**config.mk**
```make
export PLATFORM = sky130hd
export DESIGN_NAME = run_mean_stddev_meter
export DESIGN_NICKNAME = d
export VERILOG_FILES = /design/src/hw/rtl/rmsd_pkg.sv /design/src/hw/rtl/rmsd_csu.sv /design/src/hw/rtl/run_mean_stddev_meter.sv
export SDC_FILE = /design/constraint.sdc
export NUM_CORES = 2
export LEC_CHECK = 0
export BUFFER_PORTS_ARGS = -buffer_cell sky130_fd_sc_hd__buf_2
export CAP_MARGIN = 0
export CORE_MARGIN = 5
export CORE_UTILIZATION = 35
export CTS_CLUSTER_DIAMETER = 120
export DETAILED_ROUTE_END_ITERATION = 8
export GPL_TIMING_DRIVEN = 0
export PLACE_DENSITY = 0.47
export SLEW_MARGIN = 30
export SYNTH_ARGS = -nofsm -noshare
export SYNTH_HDL_FRONTEND = slang
export SYNTH_SLANG_ARGS = --single-unit
```
**constraint.sdc**
```tcl
create_clock -name clk -period 12.7 [get_ports clk]
set_input_delay 2.54 -clock clk [delete_from_list [all_inputs] [get_ports clk]]
set_output_delay 2.54 -clock clk [all_outputs]
set_load 0.02 [all_outputs]
```
**src/hw/rtl/rmsd_pkg.sv**
```systemverilog
// rmsd_pkg: types and constants for the run mean / standard deviation meter
// no dependencies; imported by every module of the block
`default_nettype none

package rmsd_pkg;

    // fixed field widths
    localparam int SAMPLE_W   = 32;
    localparam int SPR_W      = 21;
    localparam int RLIM_W     = 16;
    localparam int CFG_DATA_W = 21;
    localparam int CFG_IDX_W  = 1;
    localparam int M2_W       = 64;

    // sequencer step counts and the remainder width the root needs
    localparam int ITER_W         = 7;
    localparam int MEAN_DIV_STEPS = 32;
    localparam int VAR_DIV_STEPS  = 64;
    localparam int SQRT_STEPS     = 32;
    localparam int SQRT_REM_W     = 35;

    // configuration register indexes
    localparam logic [CFG_IDX_W-1:0] REG_SAMPLES_PER_RUN = 1'b0;
    localparam logic [CFG_IDX_W-1:0] REG_RUN_LIMIT       = 1'b1;

    // input opcodes
    localparam logic OP_SAMPLE = 1'b0;
    localparam logic OP_START  = 1'b1;

    typedef struct packed {
        logic                       opcode;
        logic signed [SAMPLE_W-1:0] sample_value;
    } in_item_t;

    typedef struct packed {
        logic signed [SAMPLE_W-1:0] run_mean;
        logic [SAMPLE_W-1:0]        run_stddev;
        logic [RLIM_W-1:0]          run_index;
    } out_item_t;

    typedef enum logic [3:0] {
        ST_IDLE,
        ST_DIV,
        ST_MEAN,
        ST_RESID,
        ST_MUL,
        ST_M2,
        ST_VDIV,
        ST_SQRT,
        ST_DONE
    } seq_state_t;

endpackage

`default_nettype wire

```
**src/hw/rtl/rmsd_csu.sv**
```systemverilog
// rmsd_csu: shared compare-and-subtract unit for the divider and root steps
// depends on rmsd_pkg
`default_nettype none

module rmsd_csu
    import rmsd_pkg::*;
#(
    parameter int W = 35
)
(
    input  wire logic [W-1:0] a,
    input  wire logic [W-1:0] b,
    output logic              ge,
    output logic [W-1:0]      diff
);

    logic [W:0] wide_diff;

    always_comb
    begin
        wide_diff = {1'b0, a} - {1'b0, b};
        ge        = ~wide_diff[W];
        diff      = wide_diff[W-1:0];
    end

endmodule

`default_nettype wire

```
**src/hw/rtl/run_mean_stddev_meter.sv**
```systemverilog
// run_mean_stddev_meter: running mean and sample standard deviation per run
// start and ignored requests are handled in idle; a sample runs a 32-step mean division
// a run's last sample, from two samples up, adds a 64-step M2 division and 32-step root
// one request at a time; the division and root steps share one compare-subtract unit
// reset: run length 1024, run limit 16, disarmed, counts, mean and M2 cleared
// depends on rmsd_pkg and rmsd_csu
`default_nettype none

module run_mean_stddev_meter
    import rmsd_pkg::*;
#(
    parameter int COUNT_WIDTH = 21
)
(
    input  wire logic                  clk,
    input  wire logic                  rst_n,
    input  wire logic                  in_valid,
    output logic                       in_ready,
    input  wire in_item_t              in_data,
    output logic                       out_valid,
    input  wire logic                  out_ready,
    output out_item_t                  out_data,
    input  wire logic                  cfg_we,
    input  wire logic [CFG_IDX_W-1:0]  cfg_index,
    input  wire logic [CFG_DATA_W-1:0] cfg_data
);

    localparam int UW = (COUNT_WIDTH + 1 > SQRT_REM_W) ? COUNT_WIDTH + 1 : SQRT_REM_W;

    seq_state_t state_reg, state_next;

    logic [SPR_W-1:0]         spr_reg;
    logic [RLIM_W-1:0]        rlim_reg;
    logic                     armed_reg;
    logic [COUNT_WIDTH-1:0]   count_reg;
    logic [RLIM_W-1:0]        runs_reg;
    logic signed [SAMPLE_W-1:0] mean_reg;
    logic [M2_W-1:0]          m2_reg;

    logic signed [SAMPLE_W-1:0] x_reg;
    logic                     delta_neg_reg;
    logic [SAMPLE_W-1:0]      delta_mag_reg;
    logic                     resid_neg_reg;
    logic [SAMPLE_W-1:0]      resid_mag_reg;
    logic [M2_W-1:0]          prod_reg;
    logic [M2_W-1:0]          qq_reg;
    logic [UW-1:0]            rem_reg;
    logic [COUNT_WIDTH-1:0]   div_reg;
    logic [SAMPLE_W-1:0]      root_reg;
    logic [ITER_W-1:0]        iter_reg;

    logic                     out_valid_reg;
    out_item_t                out_data_reg;

    logic                   accept;
    logic                   go;
    logic                   step_last;
    logic                   run_end;
    logic                   out_load;
    logic [COUNT_WIDTH-1:0] count_next;
    logic [COUNT_WIDTH-1:0] target;
    logic [SPR_W+COUNT_WIDTH-1:0] spr_ext;
    logic [UW-1:0]          unit_a;
    logic [UW-1:0]          unit_b;
    logic                   unit_ge;
    logic [UW-1:0]          unit_diff;

    logic signed [SAMPLE_W:0]   delta_full;
    logic [SAMPLE_W:0]          delta_abs;
    logic signed [SAMPLE_W:0]   resid_full;
    logic [SAMPLE_W:0]          resid_abs;
    logic signed [SAMPLE_W+1:0] step_val;
    logic signed [SAMPLE_W+1:0] mean_sum;
    logic [M2_W:0]              m2_sum;
    logic [M2_W:0]              m2_sub;
    logic [M2_W-1:0]            m2_next;

    rmsd_csu #(
        .W (UW)
    ) u_csu (
        .a    (unit_a),
        .b    (unit_b),
        .ge   (unit_ge),
        .diff (unit_diff)
    );

    // shared datapath arithmetic
    always_comb
    begin
        count_next = count_reg + COUNT_WIDTH'(1);
        spr_ext    = {{COUNT_WIDTH{1'b0}}, spr_reg};
        target     = spr_ext[COUNT_WIDTH-1:0];
        run_end    = (count_reg >= target);

        delta_full = {in_data.sample_value[SAMPLE_W-1], in_data.sample_value}
                     - {mean_reg[SAMPLE_W-1], mean_reg};
        delta_abs  = delta_full[SAMPLE_W] ? ((SAMPLE_W+1)'(0) - delta_full) : delta_full;

        step_val   = delta_neg_reg ? ((SAMPLE_W+2)'(0) - {2'b00, qq_reg[SAMPLE_W-1:0]})
                                   : {2'b00, qq_reg[SAMPLE_W-1:0]};
        mean_sum   = {{2{mean_reg[SAMPLE_W-1]}}, mean_reg} + step_val;

        resid_full = {x_reg[SAMPLE_W-1], x_reg} - {mean_reg[SAMPLE_W-1], mean_reg};
        resid_abs  = resid_full[SAMPLE_W] ? ((SAMPLE_W+1)'(0) - resid_full) : resid_full;

        // same signs add with saturation, opposite signs subtract and clamp at zero
        m2_sum = {1'b0, m2_reg} + {1'b0, prod_reg};
        m2_sub = {1'b0, m2_reg} - {1'b0, prod_reg};
        if (delta_neg_reg == resid_neg_reg)
        begin
            m2_next = m2_sum[M2_W] ? {M2_W{1'b1}} : m2_sum[M2_W-1:0];
        end
        else
        begin
            m2_next = m2_sub[M2_W] ? {M2_W{1'b0}} : m2_sub[M2_W-1:0];
        end
    end

    // next state
    always_comb
    begin
        state_next = state_reg;
        unique case (state_reg)
            ST_IDLE:
            begin
                if (go)
                begin
                    state_next = ST_DIV;
                end
            end
            ST_DIV:
            begin
                if (step_last)
                begin
                    state_next = ST_MEAN;
                end
            end
            ST_MEAN:  state_next = ST_RESID;
            ST_RESID: state_next = ST_MUL;
            ST_MUL:   state_next = ST_M2;
            ST_M2:
            begin
                if (!run_end)
                begin
                    state_next = ST_IDLE;
                end
                else if (count_reg >= COUNT_WIDTH'(2))
                begin
                    state_next = ST_VDIV;
                end
                else
                begin
                    state_next = ST_DONE;
                end
            end
            ST_VDIV:
            begin
                if (step_last)
                begin
                    state_next = ST_SQRT;
                end
            end
            ST_SQRT:
            begin
                if (step_last)
                begin
                    state_next = ST_DONE;
                end
            end
            ST_DONE:
            begin
                if (out_load)
                begin
                    state_next = ST_IDLE;
                end
            end
            default: state_next = ST_IDLE;
        endcase
    end

    // sequencer outputs and shared unit operand selection
    always_comb
    begin
        in_ready  = (state_reg == ST_IDLE);
        accept    = in_valid && in_ready;
        go        = accept && (in_data.opcode == OP_SAMPLE) && armed_reg
                    && (runs_reg < rlim_reg);
        step_last = (iter_reg == ITER_W'(1));
        out_load  = (state_reg == ST_DONE) && (!out_valid_reg || out_ready);
        unique case (state_reg)
            ST_SQRT:
            begin
                unit_a = {rem_reg[UW-3:0], qq_reg[M2_W-1 -: 2]};
                unit_b = {{(UW-SAMPLE_W-2){1'b0}}, root_reg, 2'b01};
            end
            default:
            begin
                unit_a = {rem_reg[UW-2:0], qq_reg[M2_W-1]};
                unit_b = {{(UW-COUNT_WIDTH){1'b0}}, div_reg};
            end
        endcase
    end

    always_ff @(posedge clk or negedge rst_n)
    begin
        if (!rst_n)
        begin
            state_reg <= ST_IDLE;
        end
        else
        begin
            state_reg <= state_next;
        end
    end

    // configuration registers
    always_ff @(posedge clk or negedge rst_n)
    begin
        if (!rst_n)
        begin
            spr_reg  <= SPR_W'(1024);
            rlim_reg <= RLIM_W'(16);
        end
        else if (cfg_we)
        begin
            unique case (cfg_index)
                REG_SAMPLES_PER_RUN: spr_reg  <= cfg_data[SPR_W-1:0];
                REG_RUN_LIMIT:       rlim_reg <= cfg_data[RLIM_W-1:0];
                default:             ;
            endcase
        end
    end

    // run state
    always_ff @(posedge clk or negedge rst_n)
    begin
        if (!rst_n)
        begin
            armed_reg <= 1'b0;
            count_reg <= '0;
            runs_reg  <= '0;
            mean_reg  <= '0;
            m2_reg    <= '0;
        end
        else
        begin
            if (accept && (in_data.opcode == OP_START))
            begin
                armed_reg <= 1'b1;
            end
            if (go)
            begin
                count_reg <= count_next;
            end
            // a wrapped count of zero leaves the mean alone
            if (state_reg == ST_MEAN && count_reg != '0)
            begin
                mean_reg <= mean_sum[SAMPLE_W-1:0];
            end
            if (state_reg == ST_M2)
            begin
                m2_reg <= m2_next;
            end
            if (out_load)
            begin
                runs_reg  <= runs_reg + RLIM_W'(1);
                armed_reg <= 1'b0;
                count_reg <= '0;
                mean_reg  <= '0;
                m2_reg    <= '0;
            end
        end
    end

    // working registers of the sequencer
    always_ff @(posedge clk)
    begin
        unique case (state_reg)
            ST_IDLE:
            begin
                if (go)
                begin
                    x_reg         <= in_data.sample_value;
                    delta_neg_reg <= delta_full[SAMPLE_W];
                    delta_mag_reg <= delta_abs[SAMPLE_W-1:0];
                    qq_reg        <= {delta_abs[SAMPLE_W-1:0], {(M2_W-SAMPLE_W){1'b0}}};
                    rem_reg       <= '0;
                    div_reg       <= count_next;
                    iter_reg      <= ITER_W'(MEAN_DIV_STEPS);
                end
            end
            ST_DIV, ST_VDIV:
            begin
                qq_reg <= {qq_reg[M2_W-2:0], unit_ge};
                if (state_reg == ST_VDIV && step_last)
                begin
                    rem_reg  <= '0;
                    root_reg <= '0;
                    iter_reg <= ITER_W'(SQRT_STEPS);
                end
                else
                begin
                    rem_reg  <= unit_ge ? unit_diff : unit_a;
                    iter_reg <= iter_reg - ITER_W'(1);
                end
            end
            ST_RESID:
            begin
                resid_neg_reg <= resid_full[SAMPLE_W];
                resid_mag_reg <= resid_abs[SAMPLE_W-1:0];
            end
            ST_MUL:
            begin
                prod_reg <= M2_W'(delta_mag_reg) * M2_W'(resid_mag_reg);
            end
            ST_M2:
            begin
                qq_reg   <= m2_next;
                rem_reg  <= '0;
                div_reg  <= count_reg - COUNT_WIDTH'(1);
                iter_reg <= ITER_W'(VAR_DIV_STEPS);
                root_reg <= '0;
            end
            ST_SQRT:
            begin
                qq_reg   <= {qq_reg[M2_W-3:0], 2'b00};
                rem_reg  <= unit_ge ? unit_diff : unit_a;
                root_reg <= {root_reg[SAMPLE_W-2:0], unit_ge};
                iter_reg <= iter_reg - ITER_W'(1);
            end
            default: ;
        endcase
    end

    // output register, free to take the next result once this one is taken
    always_ff @(posedge clk or negedge rst_n)
    begin
        if (!rst_n)
        begin
            out_valid_reg <= 1'b0;
        end
        else if (out_load)
        begin
            out_valid_reg <= 1'b1;
        end
        else if (out_ready)
        begin
            out_valid_reg <= 1'b0;
        end
    end

    always_ff @(posedge clk)
    begin
        if (out_load)
        begin
            out_data_reg.run_mean   <= mean_reg;
            out_data_reg.run_stddev <= root_reg;
            out_data_reg.run_index  <= runs_reg + RLIM_W'(1);
        end
    end

    assign out_valid = out_valid_reg;
    assign out_data  = out_data_reg;

endmodule

`default_nettype wire
```
### Yosys cells after proc, flatten, opt, wreduce, memory -nomap -nowiden

Cells that the tools add are included.

* add/sub/neg operators: 13
* multipliers: 1
* order comparisons: 3
* equality and inequality tests: 16
* multiplexer cells: 38
* bitwise logic cells: 3
* reduce and logical (&&, ||, !) cells: 28

Operator list (number)
* 2-to-1 mux 64 bit: 6
* one-hot mux 64 bit (4 select lines): 1
* 2-to-1 mux 32 bit: 6
* 2-to-1 mux 34 bit: 4
* one-hot mux 34 bit (4 select lines): 1
* one-hot mux 32 bit (3 select lines): 1
* subtractor 1 x 32 -> 32 bit, first input constant: 3
* subtractor 32 x 32 -> 33 bit: 2
* adder 64 x 64 -> 65 bit: 1
* subtractor 64 x 64 -> 65 bit: 1
* multiplier 32 x 32 -> 64 bit: 1
* 2-to-1 mux 21 bit: 2
* one-hot mux 21 bit (2 select lines): 1
* one-hot mux 4 bit (9 select lines): 1
* subtractor 35 x 34 -> 36 bit: 1
* 2-to-1 mux 35 bit: 1
* adder 32 bit: 1
* 2-to-1 mux 4 bit: 7
* one-hot mux 7 bit (4 select lines): 1
* adder 21 x 1 -> 21 bit, second input constant: 1
* >= comparator 21 x 2 -> 1 bit, second input constant: 1
* >= comparator 21 bit: 1
* nonzero test 21 bit: 1
* subtractor 21 x 1 -> 21 bit, second input constant: 1
* other kinds (24): 55

* bits in registers: 576
* input bits: 60
* output and inout port bits: 82
* word-level logic and storage cells: 125

### Logic depth before layout (Yosys ltp)

* depth after elaboration: 7
* mapped depth: 30
* mapped depth without buffers: 28

### Cells and area by module

Synthesis repeated with hierarchy kept, for this count alone.

* cells, all modules: 8203
* area total of the unflattened synthesis: 74122.3 sq um

Modules (own cells, without submodules)
* run_mean_stddev_meter: times used 1, cells each 7873, area each 71929.0 sq um
* rmsd_csu: times used 1, cells each 330, area each 2193.4 sq um

### Least setup slack after synthesis

Ideal clock, no wire load.

* kind: input -> register
* from: in in_data[32] (netlist name)
* to: reg iter_reg[0], enable pin
* setup time: 0.714 ns
* arrival: 10.607 ns
* required time: 11.986 ns
* path slack: 1.379 ns
* cell stages on the path: 3
* cells stage by stage: a2111oi_0 -> nand3_1 -> o21ai_0

* longest elaborated chain between the ends: 6

RTL lines
* start, declared: line run_mean_stddev_meter.sv:19 `input wire in_item_t in_data,`
* inverter 1 bit: line run_mean_stddev_meter.sv:186 `go = accept && (in_data.opcode == OP_SAMPLE) && armed_reg`
* logical AND 1 bit (2 in series): line run_mean_stddev_meter.sv:186
* logical AND 1 bit: line run_mean_stddev_meter.sv:187 `&& (runs_reg < rlim_reg);`
* != test 2 x 1 -> 1 bit (no line)
* AND reduction 2 bit (no line)
* end signal, assigned: line run_mean_stddev_meter.sv:289 `iter_reg <= ITER_W'(MEAN_DIV_STEPS);`
* end signal, assigned: line run_mean_stddev_meter.sv:299 `iter_reg <= ITER_W'(SQRT_STEPS);`
* end signal, assigned: line run_mean_stddev_meter.sv:304 `iter_reg <= iter_reg - ITER_W'(1);`
* end, declared: line run_mean_stddev_meter.sv:50 `logic [ITER_W-1:0] iter_reg;`

No other way between the ends.
A chain may end at the register's enable or synchronous reset.

### Worst setup path after layout

* from: reg resid_mag_reg[8]
* to: reg prod_reg[60] (data pin)

* longest elaborated chain between the ends: 1

RTL lines
* start, declared: line run_mean_stddev_meter.sv:44 `logic [SAMPLE_W-1:0] resid_mag_reg;`
* start signal, assigned: line run_mean_stddev_meter.sv:310 `resid_mag_reg <= resid_abs[SAMPLE_W-1:0];`
* multiplier 32 x 32 -> 64 bit: line run_mean_stddev_meter.sv:314 `prod_reg <= M2_W'(delta_mag_reg) * M2_W'(resid_mag_reg);`
* end signal, assigned: line run_mean_stddev_meter.sv:314
* end, declared: line run_mean_stddev_meter.sv:45 `logic [M2_W-1:0] prod_reg;`

No other way between the ends.

==> summary.md <==
| Metric | Value |
|---|---|
| Status | finished clean |
| Synth top area share | 24.43% |
| Sequential element share of the synthesized area | 22.22% |
| Sequential fraction of design power | 38.4% |
| Drt via density | 5.503 |
| Rows | 168 |
| Clock latency on the worst-skew pair | 720 ps |
| Worst-margin pin slew | 1171 ps |
| Max Freq | 92.57 MHz |
| Int Power | 4.123 mW |
| Clock power share | 39.3% |
| Commonest non-fill, non-tap cell in the layout | inv_1 |
| First-pass GRT wire length | 439400 um |
| Predominant post-synthesis flop cell | edfxtp_1 |
| Area growth syn-to-layout | 10.54% |
| Synth Instances | 8022 |
| Switching share of total power | 30.13% |
| Async set-reset flop share out of synthesis | 30.56% |
| TritonCTS buffer count | 74 |
| Post-CTS setup buffer count | 0 |
| Setup violators final | 0 |
| NumNets Final | 9803 |
| Die H | 469.5 um |
| Crit Path Max Fanout | 10 |
| Comb power frac | 22.3% |
| Max reg flops | 80 |
| Syn nets | 9550 |
| Overall routed net length | 305800 um |
| Die area | 0.2204 mm2 |
| Arr. time, crit path | 11150 ps |
| Root buf cell | clkbuf_16 |
| Clk buf depth | 3 |
| Finished Layout Cells | 11170 |
| Final Max Tran Viols | 0 |
| Share of layout cells above drive strength 1 | 6.429% |
| Hold Fails Final Rpt | 0 |
| Area of the multi-input gates | 0.05169 mm2 |
| Initial antenna violation count | 51 |
| Detailed-route via count | 61467 |
| Clock-pin slew on the worst setup and hold paths | 60 ps |
| Area contributors post-synth | fa_1 (24%), edfxtp_1 (16%), ha_1 (9.6%) |
| Unrepaired setup endpoints after global routing | false |
| Startpoint types | register |
| Reg area | 0.01642 mm2 |
| Worst relative slew slack | 21.92% |
| Largest net degree at the start of global routing | 58 |
| Post-route ant nets | 0 |
| DIE WIDTH | 469.5 um |
| Wire per inst | 27.38 um |
| Initial DRC count | 5827 |
| Crit path kind | register to register |
| Fin crit share | 85.06% |
| Switch Pwr | 1.778 mW |
| Tmin final | 10800 ps |
| Buffers added on ports | 141 |
| TritonCTS clock tree | built |
| Post-place instance area | 0.07891 mm2 |
| Maximum vdd drop | 0.1240 mV |
| Dpl cells | 11003 |
| P_leak | 37.84 nW |
| Post-cts resize count | 0 |
| Synthesized cell area | 0.07390 mm2 |
| # IOs | 142 |
| Avg Cell Area, Syn | 9.212 um2 |
| Cell taking the most area after synthesis | fa_1 |
| Total grt overflow | 0 |
| Core area | 0.2098 mm2 |
| Hold WC Path Type | register to register |
| Dpl hpwl | 251300 um |
| Vias in the first global route | 61643 |
| Pwr dens | 72.24 mW/mm2 |
| Finished Cell Area | 0.08169 mm2 |
| Hold Buf Count CTS | 0 |
| Clock tree sinks | 576 |
| Most frequent cells in the layout | inv_1 (1141), fa_1 (902), nand2_1 (871), and2_1 (658), ha_1 (566) |
| Setup crit end kind | register |
| DRC Markers | 0 |
| GP Congestion | 0.9760 |
| Synth Register Bits | 576 |
| Synth cell types | 107 |
| Max-cap viol count | 0 |
| Detailed Routing Iterations Pass 1 | 7 |
| Fillers | 21607 |
| H-tree levels | 3 |
| Starting Density | 35.23% |
| Global Route Usage Sum | 27.03% |
| Worst path required time | 13040 ps |
| Number of synthesized flops with an enable pin | 400 |
| Yosys warnings | 0 |
| Clock Skew | 60.06 ps |
worst max-delay path, cell delays in order, from the launching register on:
cell and delay (ps):
edfxtp_1 780, clkbuf_1 800, nand2_1 190, fa_1 570, fa_1 520, fa_1 560, fa_1 550, inv_1 60
fa_1 550, fa_1 430, fa_1 490, inv_1 80, fa_1 560, inv_1 60, ha_1 380, and3_1 330
nand3_1 160, a211oi_1 720, o21ai_0 470, a31oi_2 730, a211oi_1 260, o31ai_1 310, a21oi_1 120, xnor2_1 720
kinds of logic (layout without fill, tap and decap cells):
logic type	count (synthesis)	count (layout)	synth area share (%)
muxes	73	73	1.034
AOI/OAI and AO/OA	1538	1538	14.00
other	0	28	0
DFF	576	576	22.22
and+or+nand+nor	2457	2457	16.63
buffers and inverters	1568	1883	8.044
xor gates and xnor gates	340	340	4.030
adders and majority gates	1470	1470	34.05
routing by layer:
layer  wire (um)  vias to the layer above  GRT usage, %
li1            -                    27230             -
met1      136900                    31335         38.62
met2      132900                     2489         41.35
met3       26940                      405         6.130
met4        8993                        8         6.984
met5          39                        -             0
final timing paths:
| check | from | end | cells after the start | slack (ps) |
|---|---|---|---|---|
| setup / recovery | resid_mag_reg[8] | prod_reg[60] | 23 | 1900 |
| hold / removal | root_reg[23] | out_data[39] | 0 | 440 |
| setup reg to reg | resid_mag_reg[8] | prod_reg[60] | 23 | 1900 |
| hold reg to reg | root_reg[23] | out_data[39] | 0 | 440 |
| max in group asynchronous | rst_n | m2_reg[15] | 4 | 9710 |
| min in group asynchronous | rst_n | mean_reg[14] | 1 | 1680 |
synth_stat cells, types with 46 or more instances:
master,instances
o21ai_0,270
o21a_1,65
nand4_1,54
a21oi_1,434
nand3_1,126
nor3_1,93
nor2_1,322
nand2_1,871
nor4_1,48
o21bai_1,78
xnor2_1,237
and2_1,658
ha_1,566
a211oi_1,50
and3_1,46
nor2b_1,49
a21o_1,147
clkbuf_1,380
fa_1,902
mux2i_1,46
a31oi_1,53
edfxtp_1,400
dfrtp_1,174
nand2b_1,46
xor2_1,103
inv_1,1141
final cells by class:
type | instances | area share, %
Multi-Input combinational cell | 5878 | 63.28
Sequential cell | 576 | 20.10
Timing Repair Buffer | 177 | 1.599
Antenna cell | 28 | 0.08577
Buffer | 424 | 2.109
Tap cell | 2805 | 4.296
Clock inverter | 49 | 0.9113
Clock buffer | 89 | 2.362
Inverter | 1144 | 5.257
per-stage QoR:
step                TNS, ps  utilization (%)  worst slack [ps]  hold slack, ps  power (mW)
floorplan                 0                -              1379           417.4       3.267
global placement    -331390            37.24             -3168           421.9       3.576
detailed placement        0            37.61              2143           424.0       3.598
CTS                       0            38.89              2023           440.1       5.942
global route              0            38.91              1634           456.6       6.204
finish                    0            38.94              1898           439.7       5.901
power groups by stage:
stage | Sequential [mW] | Clock (mW) | Combinational, mW
floorplan | 2.28 | 0 | 0.991
finish | 2.26 | 2.32 | 1.32
CTS | 2.26 | 2.37 | 1.31
global placement | 2.30 | 0 | 1.28
detailed placement | 2.30 | 0 | 1.30
global route | 2.28 | 2.45 | 1.48
(Power assumes the default switching activity.)
